==> config.mk <==
export PLATFORM = sky130hd
export DESIGN_NAME = wilder_rsi_indicator_unit
export DESIGN_NICKNAME = d
export VERILOG_FILES = /design/src/hw/rtl/wri_pkg.sv /design/src/hw/rtl/wri_div.sv /design/src/hw/rtl/wri_datapath.sv /design/src/hw/rtl/wri_ctrl.sv /design/src/hw/rtl/wilder_rsi_indicator_unit.sv
export SDC_FILE = /design/constraint.sdc
export NUM_CORES = 2
export LEC_CHECK = 0
export ABC_AREA = 1
export ABC_CLOCK_PERIOD_IN_PS = 10650
export BUFFER_PORTS_ARGS = -buffer_cell sky130_fd_sc_hd__buf_2
export CAP_MARGIN = 20
export CORE_ASPECT_RATIO = 0.75
export CORE_UTILIZATION = 40
export DETAILED_ROUTE_END_ITERATION = 7
export PLACE_DENSITY_LB_ADDON = 0.2
export SYNTH_ARGS = -nofsm -noshare
export SYNTH_HDL_FRONTEND = slang
export SYNTH_HIERARCHICAL = 1
export SYNTH_SLANG_ARGS = --single-unit
==> constraint.sdc <==
create_clock -name clk_i -period 10.65 [get_ports clk_i]
set_input_delay 0.5325 -clock clk_i [delete_from_list [all_inputs] [get_ports clk_i]]
set_output_delay 0.5325 -clock clk_i [all_outputs]
set_load 0.01 [all_outputs]
==> src/hw/rtl/wri_pkg.sv <==
// Shared types, constants and control bundles for the Wilder RSI block.
package wri_pkg;

  // Default parameter values.
  localparam int MAX_PERIOD_DEF    = 64;
  localparam int PRICE_BITS_DEF    = 32;
  localparam int FRACTION_BITS_DEF = 16;

  // Fixed field widths.
  localparam int PRICE_FIELD_W = 32;
  localparam int PERIOD_W      = 7;
  localparam int LEVEL_W       = 15;
  localparam int RSI_W         = 15;
  localparam int ZONE_W        = 2;
  localparam int CFG_INDEX_W   = 2;
  localparam int CFG_DATA_W    = 15;

  // Register reset values.
  localparam logic [PERIOD_W-1:0] PERIOD_RESET     = 7'd14;
  localparam logic [LEVEL_W-1:0]  OVERBOUGHT_RESET = 15'd17920;
  localparam logic [LEVEL_W-1:0]  OVERSOLD_RESET   = 15'd7680;

  // RSI scale in Q.8.
  localparam logic [RSI_W-1:0] RSI_FULL = 15'd25600;
  localparam logic [RSI_W-1:0] RSI_HALF = 15'd12800;

  // Register indexes.
  localparam logic [CFG_INDEX_W-1:0] CFG_PERIOD     = 2'd0;
  localparam logic [CFG_INDEX_W-1:0] CFG_OVERBOUGHT = 2'd1;
  localparam logic [CFG_INDEX_W-1:0] CFG_OVERSOLD   = 2'd2;

  // Zone codes.
  localparam logic [ZONE_W-1:0] ZONE_NEUTRAL    = 2'd0;
  localparam logic [ZONE_W-1:0] ZONE_OVERBOUGHT = 2'd1;
  localparam logic [ZONE_W-1:0] ZONE_OVERSOLD   = 2'd2;

  typedef struct packed {
    logic [PRICE_FIELD_W-1:0] price_sample;
    logic                     sample_valid;
  } in_item_t;

  typedef struct packed {
    logic [RSI_W-1:0]  rsi_value;
    logic              rsi_ready;
    logic [ZONE_W-1:0] zone;
  } out_item_t;

  typedef enum logic [1:0] {
    DIV_INIT,
    DIV_WILDER,
    DIV_RSI
  } div_op_e;

  typedef enum logic [3:0] {
    S_IDLE,
    S_DISPATCH,
    S_MUL_G,
    S_DIVS_G,
    S_WAIT_G,
    S_MUL_L,
    S_DIVS_L,
    S_WAIT_L,
    S_RSI_MUL,
    S_RSI_DIVS,
    S_RSI_WAIT,
    S_PUSH
  } ctrl_state_e;

  // Commands from the controller to the datapath.
  typedef struct packed {
    logic    load;
    logic    mul_wilder;
    logic    mul_rsi;
    logic    div_start;
    div_op_e div_op;
    logic    sel_loss;
    logic    write_avg;
    logic    set_started;
    logic    res_not_ready;
    logic    res_half;
    logic    write_rsi;
    logic    push;
  } wri_cmd_t;

  // Status from the datapath to the controller.
  typedef struct packed {
    logic first;
    logic started;
    logic form;
    logic total_zero;
    logic div_done;
    logic out_free;
  } wri_status_t;

endpackage

==> src/hw/rtl/wri_div.sv <==
// Iterative restoring divider, one quotient bit per cycle.
module wri_div #(
  parameter int DW       = 63,
  parameter int DVW      = 49,
  parameter int QW       = 48,
  parameter int SHORT_QB = 15
) (
  input  logic           clk_i,
  input  logic           rst_ni,
  input  logic           start_i,
  input  logic           long_i,
  input  logic [DW-1:0]  dividend_i,
  input  logic [DVW-1:0] divisor_i,
  output logic           done_o,
  output logic [QW-1:0]  quotient_o
);

  localparam int CNTW = $clog2(QW + 1);

  logic            busy_q;
  logic            done_q;
  logic [CNTW-1:0] cnt_q;
  logic [DVW-1:0]  rem_q;
  logic [DVW-1:0]  div_q;
  logic [QW-1:0]   dq_q;

  logic [DVW:0]   partial;
  logic [DVW+1:0] diff;
  logic           qbit;
  logic [DVW-1:0] rem_d;

  // Trial subtract of the divisor from the shifted remainder.
  always_comb begin
    partial = {rem_q, dq_q[QW-1]};
    diff    = {1'b0, partial} - {2'b00, div_q};
    qbit    = ~diff[DVW+1];
    rem_d   = qbit ? diff[DVW-1:0] : partial[DVW-1:0];
  end

  // Control: busy flag, step counter, done pulse.
  always_ff @(posedge clk_i or negedge rst_ni) begin
    if (!rst_ni) begin
      busy_q <= 1'b0;
      done_q <= 1'b0;
      cnt_q  <= '0;
    end else begin
      done_q <= 1'b0;
      if (start_i) begin
        busy_q <= 1'b1;
        cnt_q  <= long_i ? CNTW'(QW) : CNTW'(SHORT_QB);
      end else if (busy_q) begin
        cnt_q <= cnt_q - 1'b1;
        if (cnt_q == CNTW'(1)) begin
          busy_q <= 1'b0;
          done_q <= 1'b1;
        end
      end
    end
  end

  // Datapath: high dividend bits seed the remainder, the rest shift in.
  always_ff @(posedge clk_i) begin
    if (start_i) begin
      div_q <= divisor_i;
      if (long_i) begin
        rem_q <= DVW'(dividend_i >> QW);
        dq_q  <= dividend_i[QW-1:0];
      end else begin
        rem_q <= DVW'(dividend_i >> SHORT_QB);
        dq_q  <= {dividend_i[SHORT_QB-1:0], {(QW-SHORT_QB){1'b0}}};
      end
    end else if (busy_q) begin
      rem_q <= rem_d;
      dq_q  <= {dq_q[QW-2:0], qbit};
    end
  end

  assign done_o     = done_q;
  assign quotient_o = dq_q;

  a_no_restart: assert property (@(posedge clk_i) disable iff (!rst_ni)
    start_i |-> !busy_q)
    else $error("divider started while busy");

  a_done_after_busy: assert property (@(posedge clk_i) disable iff (!rst_ni)
    done_q |-> !busy_q && $past(busy_q))
    else $error("divider done without a finished run");

endmodule

==> src/hw/rtl/wri_datapath.sv <==
// Datapath: configuration, price history, sums, averages, multiplier, divider, output register.
module wri_datapath #(
  parameter int MAX_PERIOD    = wri_pkg::MAX_PERIOD_DEF,
  parameter int PRICE_BITS    = wri_pkg::PRICE_BITS_DEF,
  parameter int FRACTION_BITS = wri_pkg::FRACTION_BITS_DEF
) (
  input  logic                                clk_i,
  input  logic                                rst_ni,
  input  logic                                cfg_write_i,
  input  logic [wri_pkg::CFG_INDEX_W-1:0]     cfg_index_i,
  input  logic [wri_pkg::CFG_DATA_W-1:0]      cfg_data_i,
  input  wri_pkg::in_item_t                   in_data_i,
  input  wri_pkg::wri_cmd_t                   cmd_i,
  output wri_pkg::wri_status_t                status_o,
  input  logic                                out_stall_i,
  output logic                                out_valid_o,
  output wri_pkg::out_item_t                  out_data_o
);

  localparam int PW   = PRICE_BITS;
  localparam int FB   = FRACTION_BITS;
  localparam int PCAP = (MAX_PERIOD < 127) ? MAX_PERIOD : 127;
  localparam int SW   = PW + $clog2(PCAP + 1);
  localparam int AW   = PW + FB;
  localparam int DW   = AW + wri_pkg::RSI_W;
  localparam int DVW  = AW + 1;
  localparam int PRW  = wri_pkg::PERIOD_W;

  // Configuration registers.
  logic [PRW-1:0]                period_q;
  logic [wri_pkg::LEVEL_W-1:0]   overbought_q;
  logic [wri_pkg::LEVEL_W-1:0]   oversold_q;

  // Running state.
  logic [PW-1:0]  last_price_q;
  logic           have_last_q;
  logic [PRW-1:0] count_q;
  logic [SW-1:0]  gain_sum_q;
  logic [SW-1:0]  loss_sum_q;
  logic [AW-1:0]  avg_gain_q;
  logic [AW-1:0]  avg_loss_q;
  logic           started_q;

  // Per-item working registers.
  logic           first_q;
  logic           form_q;
  logic [PW-1:0]  gain_q;
  logic [PW-1:0]  loss_q;
  logic [DW-1:0]  prod_q;
  wri_pkg::out_item_t res_q;
  wri_pkg::out_item_t out_q;
  logic               out_valid_q;

  logic [PW+wri_pkg::PRICE_FIELD_W-1:0] price_ext;
  logic [PW-1:0]  price;
  logic           up;
  logic [PW-1:0]  gain_d;
  logic [PW-1:0]  loss_d;
  logic [PRW-1:0] count_inc;
  logic [PRW-1:0] p_eff;

  logic [AW-1:0]            mul_a;
  logic [wri_pkg::RSI_W-1:0] mul_b;
  logic [PW-1:0]            x_sel;
  logic [AW-1:0]            x_shift;
  logic [DW-1:0]            mul_p;
  logic [DW-1:0]            mul_add;
  logic [SW-1:0]            sum_sel;

  logic [DW-1:0]  div_dividend;
  logic [DVW-1:0] div_divisor;
  logic           div_long;
  logic           div_done;
  logic [AW-1:0]  quot;
  logic [DVW-1:0] total;

  logic [wri_pkg::RSI_W-1:0]  rsi_new;
  logic [wri_pkg::ZONE_W-1:0] zone_new;
  logic                       out_free;

  // Take the low price bits, zero-extended when the datapath is wider.
  assign price_ext = {{PW{1'b0}}, in_data_i.price_sample};
  assign price     = price_ext[PW-1:0];

  // Change against the previous valid sample.
  always_comb begin
    up        = (price >= last_price_q);
    gain_d    = up ? (price - last_price_q) : '0;
    loss_d    = up ? '0 : (last_price_q - price);
    count_inc = count_q + 1'b1;
  end

  // Effective period: zero acts as one, clamp at the maximum.
  always_comb begin
    p_eff = period_q;
    if (p_eff == '0) begin
      p_eff = PRW'(1);
    end
    if (int'(p_eff) > MAX_PERIOD) begin
      p_eff = PRW'(MAX_PERIOD);
    end
  end

  // Configuration writes.
  always_ff @(posedge clk_i or negedge rst_ni) begin
    if (!rst_ni) begin
      period_q     <= wri_pkg::PERIOD_RESET;
      overbought_q <= wri_pkg::OVERBOUGHT_RESET;
      oversold_q   <= wri_pkg::OVERSOLD_RESET;
    end else if (cfg_write_i) begin
      unique case (cfg_index_i)
        wri_pkg::CFG_PERIOD: begin
          period_q <= cfg_data_i[PRW-1:0];
        end
        wri_pkg::CFG_OVERBOUGHT: begin
          overbought_q <= cfg_data_i;
        end
        wri_pkg::CFG_OVERSOLD: begin
          oversold_q <= cfg_data_i;
        end
        default: begin
        end
      endcase
    end
  end

  // Running state: history, warm-up sums, averages.
  always_ff @(posedge clk_i or negedge rst_ni) begin
    if (!rst_ni) begin
      last_price_q <= '0;
      have_last_q  <= 1'b0;
      count_q      <= '0;
      gain_sum_q   <= '0;
      loss_sum_q   <= '0;
      avg_gain_q   <= '0;
      avg_loss_q   <= '0;
      started_q    <= 1'b0;
      first_q      <= 1'b0;
      form_q       <= 1'b0;
    end else begin
      if (cmd_i.load) begin
        last_price_q <= price;
        have_last_q  <= 1'b1;
        first_q      <= ~have_last_q;
        form_q       <= 1'b0;
        if (have_last_q && !started_q) begin
          gain_sum_q <= gain_sum_q + SW'(gain_d);
          loss_sum_q <= loss_sum_q + SW'(loss_d);
          count_q    <= count_inc;
          form_q     <= (count_inc >= p_eff);
        end
      end
      if (cmd_i.write_avg) begin
        if (cmd_i.sel_loss) begin
          avg_loss_q <= quot;
        end else begin
          avg_gain_q <= quot;
        end
      end
      if (cmd_i.set_started) begin
        started_q <= 1'b1;
      end
    end
  end

  // Hold this item's change.
  always_ff @(posedge clk_i) begin
    if (cmd_i.load) begin
      gain_q <= gain_d;
      loss_q <= loss_d;
    end
  end

  // Shared multiplier: avg*(p-1) + x*2^FB for smoothing, G*25600 for the index.
  always_comb begin
    mul_a   = cmd_i.sel_loss ? avg_loss_q : avg_gain_q;
    x_sel   = cmd_i.sel_loss ? loss_q : gain_q;
    x_shift = {x_sel, {FB{1'b0}}};
    mul_b   = cmd_i.mul_rsi ? wri_pkg::RSI_FULL : wri_pkg::RSI_W'(p_eff - 1'b1);
    mul_p   = mul_a * mul_b;
    mul_add = cmd_i.mul_wilder ? DW'(x_shift) : '0;
  end

  always_ff @(posedge clk_i) begin
    if (cmd_i.mul_wilder || cmd_i.mul_rsi) begin
      prod_q <= mul_p + mul_add;
    end
  end

  // Divider operand selection.
  assign total = {1'b0, avg_gain_q} + {1'b0, avg_loss_q};

  always_comb begin
    sum_sel = cmd_i.sel_loss ? loss_sum_q : gain_sum_q;
    unique case (cmd_i.div_op)
      wri_pkg::DIV_INIT: begin
        div_dividend = DW'({sum_sel, {FB{1'b0}}});
        div_divisor  = DVW'(count_q);
        div_long     = 1'b1;
      end
      wri_pkg::DIV_WILDER: begin
        div_dividend = prod_q;
        div_divisor  = DVW'(p_eff);
        div_long     = 1'b1;
      end
      default: begin
        div_dividend = prod_q;
        div_divisor  = total;
        div_long     = 1'b0;
      end
    endcase
  end

  wri_div #(
    .DW      (DW),
    .DVW     (DVW),
    .QW      (AW),
    .SHORT_QB(wri_pkg::RSI_W)
  ) u_div (
    .clk_i     (clk_i),
    .rst_ni    (rst_ni),
    .start_i   (cmd_i.div_start),
    .long_i    (div_long),
    .dividend_i(div_dividend),
    .divisor_i (div_divisor),
    .done_o    (div_done),
    .quotient_o(quot)
  );

  // Index value and zone; overbought takes priority.
  always_comb begin
    rsi_new = cmd_i.res_half ? wri_pkg::RSI_HALF : quot[wri_pkg::RSI_W-1:0];
    priority if (rsi_new > overbought_q) begin
      zone_new = wri_pkg::ZONE_OVERBOUGHT;
    end else if (rsi_new < oversold_q) begin
      zone_new = wri_pkg::ZONE_OVERSOLD;
    end else begin
      zone_new = wri_pkg::ZONE_NEUTRAL;
    end
  end

  always_ff @(posedge clk_i) begin
    if (cmd_i.res_not_ready) begin
      res_q.rsi_value <= '0;
      res_q.rsi_ready <= 1'b0;
      res_q.zone      <= wri_pkg::ZONE_NEUTRAL;
    end else if (cmd_i.write_rsi || cmd_i.res_half) begin
      res_q.rsi_value <= rsi_new;
      res_q.rsi_ready <= 1'b1;
      res_q.zone      <= zone_new;
    end
  end

  // Output register: load on push, drop once the transfer completes.
  assign out_free = ~out_valid_q | ~out_stall_i;

  always_ff @(posedge clk_i or negedge rst_ni) begin
    if (!rst_ni) begin
      out_valid_q <= 1'b0;
    end else if (cmd_i.push) begin
      out_valid_q <= 1'b1;
    end else if (!out_stall_i) begin
      out_valid_q <= 1'b0;
    end
  end

  always_ff @(posedge clk_i) begin
    if (cmd_i.push) begin
      out_q <= res_q;
    end
  end

  assign out_valid_o = out_valid_q;
  assign out_data_o  = out_q;

  always_comb begin
    status_o.first      = first_q;
    status_o.started    = started_q;
    status_o.form       = form_q;
    status_o.total_zero = (total == '0);
    status_o.div_done   = div_done;
    status_o.out_free   = out_free;
  end

  a_push_needs_room: assert property (@(posedge clk_i) disable iff (!rst_ni)
    cmd_i.push |-> out_free)
    else $error("result pushed over an untaken transfer");

  a_rsi_range: assert property (@(posedge clk_i) disable iff (!rst_ni)
    out_valid_q |-> (out_q.rsi_value <= wri_pkg::RSI_FULL) &&
                    (out_q.rsi_ready || (out_q.zone == wri_pkg::ZONE_NEUTRAL)))
    else $error("result out of range");

endmodule

==> src/hw/rtl/wri_ctrl.sv <==
// Controller state machine sequencing the per-sample arithmetic.
module wri_ctrl (
  input  logic                 clk_i,
  input  logic                 rst_ni,
  input  logic                 in_valid_i,
  input  logic                 item_valid_i,
  output logic                 in_stall_o,
  input  wri_pkg::wri_status_t status_i,
  output wri_pkg::wri_cmd_t    cmd_o
);

  wri_pkg::ctrl_state_e state_q, state_d;

  // State register.
  always_ff @(posedge clk_i or negedge rst_ni) begin
    if (!rst_ni) begin
      state_q <= wri_pkg::S_IDLE;
    end else begin
      state_q <= state_d;
    end
  end

  // Next state and commands.
  always_comb begin
    state_d    = state_q;
    cmd_o      = '0;
    cmd_o.div_op = status_i.started ? wri_pkg::DIV_WILDER : wri_pkg::DIV_INIT;
    in_stall_o = 1'b1;
    unique case (state_q)
      wri_pkg::S_IDLE: begin
        in_stall_o = 1'b0;
        if (in_valid_i && item_valid_i) begin
          cmd_o.load = 1'b1;
          state_d    = wri_pkg::S_DISPATCH;
        end
      end
      wri_pkg::S_DISPATCH: begin
        priority if (status_i.first) begin
          cmd_o.res_not_ready = 1'b1;
          state_d             = wri_pkg::S_PUSH;
        end else if (status_i.started) begin
          state_d = wri_pkg::S_MUL_G;
        end else if (status_i.form) begin
          state_d = wri_pkg::S_DIVS_G;
        end else begin
          cmd_o.res_not_ready = 1'b1;
          state_d             = wri_pkg::S_PUSH;
        end
      end
      wri_pkg::S_MUL_G: begin
        cmd_o.mul_wilder = 1'b1;
        state_d          = wri_pkg::S_DIVS_G;
      end
      wri_pkg::S_DIVS_G: begin
        cmd_o.div_start = 1'b1;
        state_d         = wri_pkg::S_WAIT_G;
      end
      wri_pkg::S_WAIT_G: begin
        if (status_i.div_done) begin
          cmd_o.write_avg = 1'b1;
          state_d = status_i.started ? wri_pkg::S_MUL_L : wri_pkg::S_DIVS_L;
        end
      end
      wri_pkg::S_MUL_L: begin
        cmd_o.sel_loss   = 1'b1;
        cmd_o.mul_wilder = 1'b1;
        state_d          = wri_pkg::S_DIVS_L;
      end
      wri_pkg::S_DIVS_L: begin
        cmd_o.sel_loss  = 1'b1;
        cmd_o.div_start = 1'b1;
        state_d         = wri_pkg::S_WAIT_L;
      end
      wri_pkg::S_WAIT_L: begin
        cmd_o.sel_loss = 1'b1;
        if (status_i.div_done) begin
          cmd_o.write_avg   = 1'b1;
          cmd_o.set_started = 1'b1;
          state_d           = wri_pkg::S_RSI_MUL;
        end
      end
      wri_pkg::S_RSI_MUL: begin
        if (status_i.total_zero) begin
          cmd_o.res_half = 1'b1;
          state_d        = wri_pkg::S_PUSH;
        end else begin
          cmd_o.mul_rsi = 1'b1;
          state_d       = wri_pkg::S_RSI_DIVS;
        end
      end
      wri_pkg::S_RSI_DIVS: begin
        cmd_o.div_op    = wri_pkg::DIV_RSI;
        cmd_o.div_start = 1'b1;
        state_d         = wri_pkg::S_RSI_WAIT;
      end
      wri_pkg::S_RSI_WAIT: begin
        cmd_o.div_op = wri_pkg::DIV_RSI;
        if (status_i.div_done) begin
          cmd_o.write_rsi = 1'b1;
          state_d         = wri_pkg::S_PUSH;
        end
      end
      wri_pkg::S_PUSH: begin
        if (status_i.out_free) begin
          cmd_o.push = 1'b1;
          state_d    = wri_pkg::S_IDLE;
        end
      end
      default: begin
        state_d = wri_pkg::S_IDLE;
      end
    endcase
  end

endmodule

==> src/hw/rtl/wilder_rsi_indicator_unit.sv <==
// Top level: Wilder relative strength index over a stream of price samples.
//
// Input channel (in_valid_i / in_stall_o / in_data_i) carries one price
// sample per transfer. A sample flagged not valid is absorbed in its
// transfer cycle and yields nothing. Every valid sample yields exactly one
// result on the output channel (out_valid_o / out_stall_i / out_data_o).
// The first sample and all warm-up samples give a not-ready result.
// A not-ready result goes straight to the output register; a smoothing
// update runs a multiply and a divide for the gain average, then for the
// loss average, then for the index. The iterative divider, one quotient
// bit per cycle, does most of that work; one sample is in flight at a
// time, so the next sample is taken only once the last result is pushed.
// A finished result sits in an output register, so the next sample is
// taken while the receiver stalls; a second finished result then waits
// inside the block until the register frees up.
// Configuration writes (cfg_valid_i / cfg_ready_o) are always taken.
// Reset clears history, warm-up sums and averages, and loads the default
// period of 14 and thresholds of 70 and 30 (Q.8).
module wilder_rsi_indicator_unit #(
  parameter int MAX_PERIOD    = wri_pkg::MAX_PERIOD_DEF,
  parameter int PRICE_BITS    = wri_pkg::PRICE_BITS_DEF,
  parameter int FRACTION_BITS = wri_pkg::FRACTION_BITS_DEF
) (
  input  logic                            clk_i,
  input  logic                            rst_ni,
  input  logic                            cfg_valid_i,
  output logic                            cfg_ready_o,
  input  logic [wri_pkg::CFG_INDEX_W-1:0] cfg_index_i,
  input  logic [wri_pkg::CFG_DATA_W-1:0]  cfg_data_i,
  input  logic                            in_valid_i,
  output logic                            in_stall_o,
  input  wri_pkg::in_item_t               in_data_i,
  output logic                            out_valid_o,
  input  logic                            out_stall_i,
  output wri_pkg::out_item_t              out_data_o
);

  wri_pkg::wri_cmd_t    cmd;
  wri_pkg::wri_status_t status;

  assign cfg_ready_o = 1'b1;

  wri_ctrl u_ctrl (
    .clk_i       (clk_i),
    .rst_ni      (rst_ni),
    .in_valid_i  (in_valid_i),
    .item_valid_i(in_data_i.sample_valid),
    .in_stall_o  (in_stall_o),
    .status_i    (status),
    .cmd_o       (cmd)
  );

  wri_datapath #(
    .MAX_PERIOD   (MAX_PERIOD),
    .PRICE_BITS   (PRICE_BITS),
    .FRACTION_BITS(FRACTION_BITS)
  ) u_datapath (
    .clk_i      (clk_i),
    .rst_ni     (rst_ni),
    .cfg_write_i(cfg_valid_i & cfg_ready_o),
    .cfg_index_i(cfg_index_i),
    .cfg_data_i (cfg_data_i),
    .in_data_i  (in_data_i),
    .cmd_i      (cmd),
    .status_o   (status),
    .out_stall_i(out_stall_i),
    .out_valid_o(out_valid_o),
    .out_data_o (out_data_o)
  );

endmodule
[After elaboration in Yosys (flattened, before gate mapping)]
Cells that the tools add are included.
Storage, ports and cells
  bits in registers: 576
  bits of input ports: 55
  output and inout bits: 21
  word-level logic and storage cells: 164
Cells by class
  add/subtract/negate cells: 10
  multipliers: 1
  magnitude comparators: 5
  eq/ne operators: 21
  mux-type cells: 68
  bitwise logic cells: 6
  reductions and logical operators: 23
Operators by type and width (count)
  $mux 48: 6
  $mux 49: 3
  $pmux 49 s2: 1
  $mux 32: 3
  $add 39x32->39: 2
  $sub 32x32->32: 2
  $add 63x63->63: 1
  $mul 48x15->63: 1
  $mux 63: 1
  $sub 50x49->51: 1
  $add 48x48->49: 1
  $logic_not 49->1: 1
  $pmux 4 s12: 1
  $mux 39: 1
  $ge 32x32->1: 1
  $mux 4: 8
  $mux 1: 30
  $mux 15: 2
  $mux 6: 3
  $eq 4x3->1 const B: 4
  $eq 4x4->1 const B: 4
  $gt 15x15->1: 1
  $lt 15x15->1: 1
  $mux 7: 2
  other kinds (26): 53

[Logic depth before layout (Yosys ltp)]
  depth after elaboration: 8
  mapped depth: 52
  depth with buffers taken out: 49

[Cells and area by module]
Netlist, hierarchy kept.
Modules (own cells, without submodules)
  wri_datapath: times used 1, cells each 6736, area an instance 51664.6 sq um, seq. area each 11108.2 sq um
  wri_div: times used 1, cells each 1541, area an instance 11093.1 sq um, seq. area each 4584.4 sq um
  wri_ctrl: times used 1, cells each 87, area an instance 485.5 sq um, seq. area each 100.1 sq um
  wilder_rsi_indicator_unit: times used 1, cells each 2, area an instance 11.3 sq um, seq. area each 0.0 sq um

[Worst setup path after synthesis]
Ideal clock, no wire load.
  kind: register to register
  from: register u_datapath.avg_gain_q[0]
  to: register u_datapath.prod_q[56] (data pin)
  library setup time: 0.256 ns
  arrival: 7.916 ns
  required time: 10.394 ns
  setup slack: 2.477 ns
  stages on the path, launching flop included: 49
  buffers on the path: 3
  period minus slack after synthesis: 8.173 ns
  cells stage by stage: dfrtp_1 ha_1 fa_1 nand3_1 nand2_1 nand2_1 nand2_1 nand2_1 nand3_1 nand2_1 nand3_1 nand2_1 nand2_1 nand2_1 nor2_1 nand2_1 nor2_1 nor3_1 [13 not listed] inv_1 fa_1 fa_1 inv_1 ha_1 nand2_1 nor2_1 inv_1 nor2_1 inv_1 nor2_1 nand3_1 nand3_1 nand2_1 inv_1 nor2_1 nand2_1 nand2_1
RTL lines
  from (decl): RTL line wri_datapath.sv:40  | logic [AW-1:0] avg_gain_q;
  from (signal assigned): RTL line wri_datapath.sv:157  | avg_gain_q <= quot;
  to (signal assigned): RTL line wri_datapath.sv:186  | prod_q <= mul_p + mul_add;
  to (decl): RTL line wri_datapath.sv:49  | logic [DW-1:0] prod_q;

==> results.json <==
{
  "cts_tree": "yes",
  "crit_arrival_ns": 10.69,
  "synth-async-reset-ratio": 0.464,
  "rsz0062_at_grt": "false",
  "wirelength_mm": 239,
  "start_kind": "register",
  "drv_slew": 0,
  "min-delay-path-class": "input pin to register",
  "drc": 0,
  "synthToLayoutAreaGrowth_pct": 10.3,
  "vias": 56200,
  "antenna_found_initial": 7,
  "crit_path_frequent_cell": "nand2_1",
  "r2r_cells": 43,
  "grt_pass1_wl_mm": 353,
  "cts_buffer_depth": 3,
  "min_path_cells": 3,
  "drtIter0Drc": 5912,
  "placementRows": 125,
  "endpoint_kind": "register",
  "grt_use_total": 0.299,
  "ant_nets": 0,
  "finalHoldViolCount": 0,
  "synth-seq-area-share": 0.250,
  "path_clk_slew_ns": 0.06,
  "insertion_delay_ns": 0.67,
  "layout_common_cells": "2109 x nand2_1, 1677 x inv_1, 849 x nor2_1",
  "cp_slowest_cell": "fa_1",
  "max_slew_margin": 0.131,
  "crit_path_max_fanout": 14,
  "avgSynthCellArea_um2": 7.56,
  "htree_levels": 3,
  "synth.distinct_cells": 72,
  "fillers": 16200,
  "final_common_cell": "nand2_1",
  "ys.flop_type": "edfxtp_1",
  "die_h_um": 346,
  "slowest_delay_ns": 0.56,
  "hpwl_mm": 203,
  "grt_max_degree": 97,
  "io_buffers": 74,
  "avgRoutedWirePerCell_um": 22.1,
  "tns_ns": 0,
  "grt_pass1_vias": 54200,
  "synth_edf_count": 291,
  "setup_viol": 0,
  "cts_made_buffers": 67,
  "fin_crit_ns": 10.31,
  "fin_skew_ns": 0.0405,
  "firstDrtPassIters": 6,
  "min_period_over_period": 0.968,
  "cts_sinks": 576,
  "dieArea_um2": 160000,
  "syn_area_um2": 63300,
  "drive_gt1_frac": 0.0508,
  "tightest_slew_ns": 1.29,
  "pin_count": 76,
  "fmax_ghz": 0.0970,
  "initial_core_util": 0.406,
  "grt_overflow": 0,
  "cts-root-buf": "clkbuf_16",
  "place_congestion": 0.998,
  "worstSetupPathType": "register to register",
  "synth_cells": 8366,
  "core_area_um2": 156000,
  "status": "finished, final reports clean",
  "maxCapViolCount": 0,
  "drt-vias-per-instance": 5.20,
  "synth_seq_cells": 576,
  "fp.dieW_um": 461,
  "cp.required_ns": 11.04,
  "yosysWarnings": 6,
  "nNetsFinal": 9761
}
==> synth_stat cells, types with 19 or more instances <==
master,n,area share
nand2_1,2112,0.13
a31oi_1,40,0.0040
inv_2,23,0.0014
xnor2_1,76,0.011
a22oi_1,19,0.0023
xor2_1,124,0.017
nand3b_1,41,0.0049
o21ai_1,39,0.0031
ha_1,406,0.080
fa_1,633,0.20
o21bai_1,48,0.0057
dfrtp_1,257,0.10
buf_1,21,0.0012
nand3_1,285,0.023
o21ai_0,532,0.042
o211ai_1,25,0.0030
nor2_1,857,0.051
edfxtp_1,291,0.14
buf_2,27,0.0021
nor3_1,40,0.0032
clkbuf_1,115,0.0068
a21oi_1,339,0.027
inv_1,1680,0.10
or2_2,24,0.0024
nand4_1,54,0.0053
a21o_1,25,0.0030
==> per-stage QoR <==
| stage | cells | area [µm²] | util | setup WS (ns) | hold WS, ns |
|---|---|---|---|---|---|
| after global routing | 10800 | 69800 | 0.447 | 0.0109 | 0.0841 |
| after floorplan | 8603 | 64100 | - | 2.48 | 0.237 |
| final | 10800 | 69800 | 0.447 | 0.344 | 0.107 |
| after global placement | 10700 | 67200 | 0.431 | 0.484 | 0.416 |
| after detailed placement | 10700 | 67200 | 0.431 | 0.476 | 0.413 |
| after CTS | 10800 | 69600 | 0.446 | 0.423 | 0.0654 |
==> sequential cells by signal (all words and copies together) (netlist names), 4 cells and up <==
name	cells
u_datapath/count_q	7
u_datapath/loss_sum_q	39
u_datapath/res_q	18
u_datapath/last_price_q	32
u_datapath/prod_q	63
u_datapath/u_div/div_q	49
u_datapath/gain_q	32
u_datapath/u_div/rem_q	49
u_datapath/avg_gain_q	48
u_datapath/period_q	7
u_datapath/u_div/quotient_o	48
u_datapath/loss_q	32
u_datapath/gain_sum_q	39
u_datapath/out_data_o	18
u_ctrl/state_q	4
u_datapath/avg_loss_q	48
u_datapath/overbought_q	15
u_datapath/oversold_q	15
u_datapath/u_div/cnt_q	6
==> layout make-up <==
| class | instances | area (µm²) | area share |
|---|---|---|---|
| clock inverter | 38 | 518 | 0.00742 |
| tap | 2095 | 2620 | 0.0376 |
| antenna | 5 | 12.5 | 0.000179 |
| inverter | 1708 | 6410 | 0.0919 |
| timing repair buffer | 183 | 1350 | 0.0194 |
| clock buffer | 85 | 1850 | 0.0265 |
| multi-input combinational | 6131 | 41200 | 0.591 |
| sequential | 576 | 15800 | 0.226 |
==> worst max-delay path, delay by kind of cell (launching register included) <==
family                     cells  cell delay, ns
buffers and inverters          9            1.07
AOI/OAI and AO/OA              1            0.13
adders and majority gates      9            4.28
and+or+nand+nor               23            3.93
DFF                            1            0.40
xor gates and xnor gates       1            0.17
==> cells by family after synthesis <==
kind of cell    synth area share
xor+xnor                  0.0277
compound gates             0.102
other cells             0.000178
simple gates               0.224
fa+ha+maj                  0.281
mux                     0.000158
buf+inv                    0.115
flops                      0.250
==> layer usage <==
layer,wire length (µm),global-route usage,vias to the layer above
met4,7130,0.0812,2
li1,-,-,26300
met2,102000,0.443,2074
met5,13,0,-
met3,19100,0.0562,264
met1,111000,0.441,27600
==> path summary, 6_finish.rpt <==
kind | startpoint | endpoint | slack, ns
min in group asynchronous | rst_ni | u_datapath/last_price_q[19] | 0.34
max in group asynchronous | rst_ni | u_datapath/avg_loss_q[32] | 8.29
min reg2reg | u_datapath/res_q[5] | u_datapath/out_data_o[5] | 0.43
max reg2reg | u_datapath/avg_gain_q[0] | u_datapath/prod_q[61] | 0.34
min | cfg_data_i[10] | u_datapath/overbought_q[10] | 0.11
max | u_datapath/avg_gain_q[0] | u_datapath/prod_q[61] | 0.34
==> repair_timing <==
item / 4_1_cts / 5_1_grt
resized for setup: 0 / 2
setup buffers: 0 / 0
hold endpoints to repair: 31 / 0
hold buffers: 1 / 0
setup endpoints to repair: 0 / 8
Power is left out: the tool's default activity adds up to more than one toggle a clock period on the data nets, which glitch-free logic cannot reach.
